## src/hw/rtl/frp_pkg.sv

```systemverilog
`timescale 1ns / 1ps

package frp_pkg;

	localparam int unsigned DATA_W  = 64;
	localparam int unsigned CNT_W   = 15;
	localparam int unsigned TOTAL_W = 64;
	localparam int unsigned FSZ_W   = 4;
	localparam int unsigned BYTES   = DATA_W / 8;

	typedef enum logic [1:0] {
		KIND_START   = 2'd0,
		KIND_PUBLISH = 2'd1,
		KIND_PULL    = 2'd2,
		KIND_STOP    = 2'd3
	} kind_t;

	typedef enum logic [2:0] {
		PH_READY   = 3'd0,
		PH_RUNNING = 3'd1,
		PH_DRAINED = 3'd2,
		PH_STOPPED = 3'd3,
		PH_FAILED  = 3'd4
	} phase_t;

	typedef enum logic [1:0] {
		RS_NONE     = 2'd0,
		RS_STOP     = 2'd1,
		RS_UNDERRUN = 2'd2
	} reason_t;

	typedef enum logic [1:0] {
		CFG_FRAME_SIZE   = 2'd0,
		CFG_RING_FRAMES  = 2'd1,
		CFG_TOTAL_FRAMES = 2'd2
	} cfg_index_t;

	typedef struct packed {
		logic [CNT_W-1:0]   cap;
		logic [TOTAL_W-1:0] total;
		logic [DATA_W-1:0]  mask;
	} frp_cfg_t;

endpackage

```

## src/hw/rtl/frp_ctrl.sv

```systemverilog
`timescale 1ns / 1ps

module frp_ctrl
	import frp_pkg::*;
#(
	parameter int unsigned RING_DEPTH = 4096,
	localparam int unsigned AW = (RING_DEPTH > 1) ? $clog2(RING_DEPTH) : 1
) (
	input  logic                clk,
	input  logic                arst_n,
	input  frp_cfg_t            cfg,
	input  logic                in_valid,
	output logic                in_stall,
	input  logic [1:0]          kind,
	input  logic [DATA_W-1:0]   frame_data,
	input  logic                last_in_callback,
	input  logic [1:0]          stop_cause,
	output logic                out_valid,
	input  logic                out_stall,
	output logic                given,
	output logic                accepted,
	output logic [2:0]          phase_now,
	output logic [1:0]          reason_now,
	output logic [CNT_W-1:0]    frames_queued,
	output logic [TOTAL_W-1:0]  zero_slots,
	output logic [TOTAL_W-1:0]  callback_count,
	output logic                mem_we,
	output logic [AW-1:0]       mem_waddr,
	output logic [DATA_W-1:0]   mem_wdata,
	output logic                mem_re,
	output logic [AW-1:0]       mem_raddr
);

	phase_t             phase_q, phase_d;
	reason_t            reason_q, reason_d;
	logic [TOTAL_W-1:0] wr_total_q, rd_total_q, zero_q, cb_q;
	logic [CNT_W-1:0]   count_q;
	logic [AW-1:0]      wptr_q, rptr_q;
	logic               valid_q, given_q, acc_q;
	logic               take;
	logic               do_pub, do_read, do_zero, acc_d;
	logic [CNT_W-1:0]   cap_m1;
	logic [TOTAL_W-1:0] rd_next;

	assign in_stall = valid_q && out_stall;
	assign take     = in_valid && !in_stall;
	assign cap_m1   = cfg.cap - CNT_W'(1);
	assign rd_next  = rd_total_q + TOTAL_W'(1);

	always_comb begin
		phase_d  = phase_q;
		reason_d = reason_q;
		do_pub   = 1'b0;
		do_read  = 1'b0;
		do_zero  = 1'b0;
		acc_d    = 1'b0;
		unique case (kind_t'(kind))
			KIND_START: begin
				if (reason_q == RS_NONE && phase_q == PH_READY) begin
					phase_d = PH_RUNNING;
					acc_d   = 1'b1;
				end
			end
			KIND_PUBLISH: begin
				if (reason_q == RS_NONE && (phase_q == PH_READY || phase_q == PH_RUNNING)
						&& count_q < cfg.cap && wr_total_q < cfg.total) begin
					do_pub = 1'b1;
					acc_d  = 1'b1;
				end
			end
			KIND_PULL: begin
				do_zero = 1'b1;
				if (phase_q == PH_RUNNING) begin
					priority if (reason_q != RS_NONE) begin
						phase_d = (reason_q == RS_STOP) ? PH_STOPPED : PH_FAILED;
					end else if (rd_total_q >= cfg.total) begin
						phase_d = PH_DRAINED;
					end else if (count_q == '0) begin
						reason_d = RS_UNDERRUN;
						phase_d  = PH_FAILED;
					end else begin
						do_read = 1'b1;
						do_zero = 1'b0;
						if (rd_next == cfg.total) begin
							phase_d = PH_DRAINED;
						end
					end
				end
			end
			KIND_STOP: begin
				if ((stop_cause == RS_STOP || stop_cause == RS_UNDERRUN)
						&& reason_q == RS_NONE) begin
					reason_d = reason_t'(stop_cause);
					acc_d    = 1'b1;
				end
			end
			default: ;
		endcase
	end

	assign mem_we    = take && do_pub;
	assign mem_waddr = wptr_q;
	assign mem_wdata = frame_data & cfg.mask;
	assign mem_re    = take && do_read;
	assign mem_raddr = rptr_q;

	always_ff @(posedge clk or negedge arst_n) begin
		if (!arst_n) begin
			phase_q    <= PH_READY;
			reason_q   <= RS_NONE;
			wr_total_q <= '0;
			rd_total_q <= '0;
			zero_q     <= '0;
			cb_q       <= '0;
			count_q    <= '0;
			wptr_q     <= '0;
			rptr_q     <= '0;
			valid_q    <= 1'b0;
			given_q    <= 1'b0;
			acc_q      <= 1'b0;
		end else begin
			if (take) begin
				valid_q  <= 1'b1;
				given_q  <= do_read;
				acc_q    <= acc_d;
				phase_q  <= phase_d;
				reason_q <= reason_d;
				if (do_pub) begin
					wr_total_q <= wr_total_q + TOTAL_W'(1);
					wptr_q     <= ({{(CNT_W-AW){1'b0}}, wptr_q} >= cap_m1) ? '0 :
						wptr_q + AW'(1);
				end
				if (do_read) begin
					rd_total_q <= rd_next;
					rptr_q     <= ({{(CNT_W-AW){1'b0}}, rptr_q} >= cap_m1) ? '0 :
						rptr_q + AW'(1);
				end
				if (do_pub) begin
					count_q <= count_q + CNT_W'(1);
				end else if (do_read) begin
					count_q <= count_q - CNT_W'(1);
				end
				if (do_zero) begin
					zero_q <= zero_q + TOTAL_W'(1);
				end
				if (kind_t'(kind) == KIND_PULL && last_in_callback) begin
					cb_q <= cb_q + TOTAL_W'(1);
				end
			end else if (valid_q && !out_stall) begin
				valid_q <= 1'b0;
			end
		end
	end

	assign out_valid      = valid_q;
	assign given          = given_q;
	assign accepted       = acc_q;
	assign phase_now      = phase_q;
	assign reason_now     = reason_q;
	assign frames_queued  = count_q;
	assign zero_slots     = zero_q;
	assign callback_count = cb_q;

endmodule

```

## config.mk

```make
export PLATFORM = sky130hd
export DESIGN_NAME = frp_ctrl
export DESIGN_NICKNAME = d
export VERILOG_FILES = /design/src/hw/rtl/frp_pkg.sv /design/src/hw/rtl/frp_ctrl.sv
export SDC_FILE = /design/constraint.sdc
export NUM_CORES = 1
export LEC_CHECK = 0
export BUFFER_PORTS_ARGS = -buffer_cell sky130_fd_sc_hd__buf_2
export CAP_MARGIN = 25
export CELL_PAD_IN_SITES_DETAIL_PLACEMENT = 2
export CELL_PAD_IN_SITES_GLOBAL_PLACEMENT = 2
export CORE_ASPECT_RATIO = 0.75
export CORE_MARGIN = 5
export CORE_UTILIZATION = 34
export DETAILED_ROUTE_END_ITERATION = 10
export PLACE_DENSITY = 0.84
export SLEW_MARGIN = 5
export SYNTH_ARGS = -nofsm -noshare
export SYNTH_HDL_FRONTEND = slang
export SYNTH_SLANG_ARGS = --single-unit
```

## constraint.sdc

```tcl
create_clock -name clk -period 6.01 [get_ports clk]
set_input_delay 0.9015 -clock clk [delete_from_list [all_inputs] [get_ports clk]]
set_output_delay 0.9015 -clock clk [all_outputs]
set_load 0.01 [all_outputs]
```

==> qor.yml <==
run_status:
  status: "complete, no violations"
critical_path:
  path_max_fanout: 7
  critPathCaptureType: "register"
  required_ns: 6.46
  worstPathArrival_ns: 5.45
  reg2reg_from: "wr_total_q[63]"
  rr_endpoint: "frames_queued[13]"
  reg2regPathDepth: 19
  r2r_slack_ns: 1.16
  worstSetupStartpointType: "primary input"
  criticalPathCategory: "primary input to register"
synthesis:
  synth_ff_type: "dfrtp_1"
  synth_area_per_cell_sq_um: 9.101
  ys_top_cells_by_area: "dfrtp_1 36%, ha_1 11%, xnor2_1 8.0%"
  yosysMostFrequentCell: "dfrtp_1"
  netlist_instances: 2331
  postSynth.asyncResetShare_pct: 100.0
  synth_common_cells: "303 x dfrtp_1, 194 x xnor2_1, 185 x ha_1"
  synth_warnings: 0
  syn_nets: 2733
  synth_top_area_share_pct: 35.74
  yosysTopAreaCell: "dfrtp_1"
  synth_area_sq_um: 21220
  ys_ff_latch: 303
  ys_types: 79
  synth_seq_area_share_pct: 35.74
  synth-edff-count: 0
floorplan:
  coreArea_sq_um: 61880
  die_w_um: 298.4
  die-area_sq_um: 67550
  boundaryPins: 458
  die_h_um: 226.3
  initial_core_util_pct: 34.29
  std_cell_rows: 79
clocking:
  cts_made_buffers: 38
  ctsHoldBuffers: 0
  cts.repair.resized: 0
  clockBufferDepth: 3
  path_clk_slew_ns: 0.06
  clk_latency_ns: 0.57
  post-cts-setup-buffers: 0
  htree_levels: 2
  cts.sinks: 303
  cts_tree: "done"
  root_buffer: "clkbuf_16"
route:
  drc: 0
  vias_per_cell: 5.625
  drt_first_iter_violations: 1093
  wl_per_cell_um: 25.11
  wl_um: 91320
  drtPass1Iterations: 5
  num_vias: 20459
  detail-route-antenna-nets: 0
cells_and_area:
  layout-drive-gt1-share_pct: 20.97
  stdcell_count: 3637
  fin_nets: 3197
  area_growth_pct: 21.82
power_and_ir_drop:
  swShare_pct: 34.80
  p_seq_share_pct: 37.6
  power_density_nw_per_um2: 260.4
  switchingPower_uw: 2342
  p_leak_uw: 0.01292
  clock_power_share_pct: 36.8
  p_comb_share_pct: 25.7
  intPower_uw: 4389
  peakVddDrop_v: 0.0001616
timing:
  maxSlewViolCount: 0
  max_freq_ghz: 0.2000
  setup_viol: 0
  relSlewSlack_pct: 32.70
  rsz0062_at_grt: "no"
  fin_tns_setup_ns: 0
  worst_pin_slew_ns: 1.000
  fin_skew_ns: 0.02376
  fin_crit_sh_pct: 83.18
  min_period_ns: 4.999
  hold_violations: 0
placed_design:
  place.port_buffers: 457
  place_congestion: 0.9170
  dp_hpwl_um: 71770
  placed_cells: 3565
global_routing:
  grt_max_degree: 146
  antenna_found_initial: 5
  grt_pass1_vias: 22812
  grt_overflow: 0
  grt.total_usage_pct: 26.04
  grt_pass1_wl_um: 138600
flow_run:
  cap_violations: 0
min_path:
  hold_path.class: "primary input to asynchronous set/reset pin"
==> power groups by stage <==
stage          Combinational, uW  Sequential (uW)  Clock, uW
2_1_floorplan                968             2470          0
3_3_place_gp                1560             2540          0
3_5_place_dp                1690             2550          0
4_1_cts                     1730             2520       2540
5_1_grt                     1900             2550       2620
6_report                    1730             2530       2480
==> routing by layer <==
layer | vias to the layer above | GRT usage [%] | wire length [um]
met5 | - | 0 | 29
met2 | 531 | 43.48 | 43380
met3 | 137 | 6.471 | 6053
li1 | 9254 | - | -
met4 | 4 | 7.015 | 2516
met1 | 10533 | 34.02 | 39330
==> registers in the layout, summed over array words and instances (netlist names) <==
signal          flops
callback_count     64
rd_total_q         64
wr_total_q         64
zero_slots         64
frames_queued      15
mem_raddr          12
mem_waddr          12
phase_now           3
reason_now          2
accepted            1
given               1
out_valid           1
==> cell usage in the layout (no fill, tap or decap), types with 7 or more instances in the layout <==
master / Yosys / layout
a211oi_1: 16 / 16
a21o_1: 41 / 41
a21oi_1: 67 / 67
a31oi_1: 11 / 11
and2_1: 78 / 78
and3_1: 54 / 54
and4_1: 33 / 33
buf_2: 2 / 456
buf_4: 2 / 23
clkbuf_16: 0 / 39
clkbuf_8: 0 / 11
dfrtp_1: 303 / 303
ha_1: 185 / 185
inv_1: 129 / 129
mux2_2: 8 / 8
mux2i_1: 8 / 8
nand2_1: 184 / 184
nand2b_1: 19 / 19
nand3_1: 148 / 148
nand4_1: 87 / 87
nor2_1: 151 / 151
nor2b_1: 9 / 9
nor3_1: 88 / 87
nor4_1: 61 / 60
o2111ai_1: 7 / 7
o211ai_1: 13 / 13
o21a_1: 10 / 10
o21ai_0: 51 / 51
o21bai_1: 8 / 8
o31ai_1: 8 / 8
or2_2: 11 / 11
or3_1: 16 / 15
or4_1: 16 / 16
xnor2_1: 194 / 194
xor2_1: 172 / 172
==> final cells by class <==
type / instances / area, sq um
Antenna cell: 4 / 10.01
Clock buffer: 53 / 1139
Clock inverter: 15 / 183.9
Inverter: 129 / 484.2
Sequential cell: 303 / 7582
Multi-Input combinational cell: 1841 / 12920
Timing Repair Buffer: 482 / 2510
Tap cell: 810 / 1013
Fill cell: 6868 / 36030
==> how the worst max path moves through the flow <==
stage / from / to / slack (ns) / cells past startpoint
floorplan: cfg[121] / frames_queued[13] / 1.15 / 18
global placement: cfg[127] / frames_queued[13] / 0.94 / 21
detailed placement: cfg[127] / frames_queued[13] / 0.65 / 21
CTS: rd_total_q[0] / mem_re / 1.02 / 11
global route: cfg[127] / frames_queued[13] / 0.78 / 21
finish: cfg[127] / frames_queued[13] / 1.01 / 21
==> critical path, stage by stage <==
cell	delay, ns
buf_2	0.13
inv_1	0.08
ha_1	0.32
nand3_1	0.27
nor4_1	0.37
buf_4	0.23
nand4_1	0.15
nor3_1	0.32
o211ai_1	0.15
nand4_1	0.15
buf_4	0.17
ha_1	0.25
a21o_1	0.19
a21oi_1	0.23
o21bai_1	0.13
a31oi_1	0.37
o211ai_1	0.21
a31o_2	0.27
a21oi_1	0.19
xnor2_1	0.09
mux2_2	0.25
==> stage by stage <==
stage                     hold WS, ns  util, %  setup WS (ns)  cell area, sq um  total power [uW]
final                          0.2508    41.77          1.011             25840              6731
after global routing           0.2578    41.76         0.7824             25840              7062
after CTS                      0.2470    41.75          1.022             25830              6790
after detailed placement       0.4554    39.61         0.6482             24510              4245
after global placement         0.4525    39.61         0.9375             24510              4099
after floorplan                0.4493        -          1.153             21220              3435
==> cells by family after synthesis <==
family | count (synthesis) | synth area share [%]
fa+ha+maj | 186 | 11.00
flops | 303 | 35.74
mux | 16 | 0.8021
simple gates | 987 | 24.85
xor+xnor | 366 | 15.11
compound gates | 286 | 8.994
buf+inv | 187 | 3.503
Note: power is estimated with default switching activity, not from simulation.
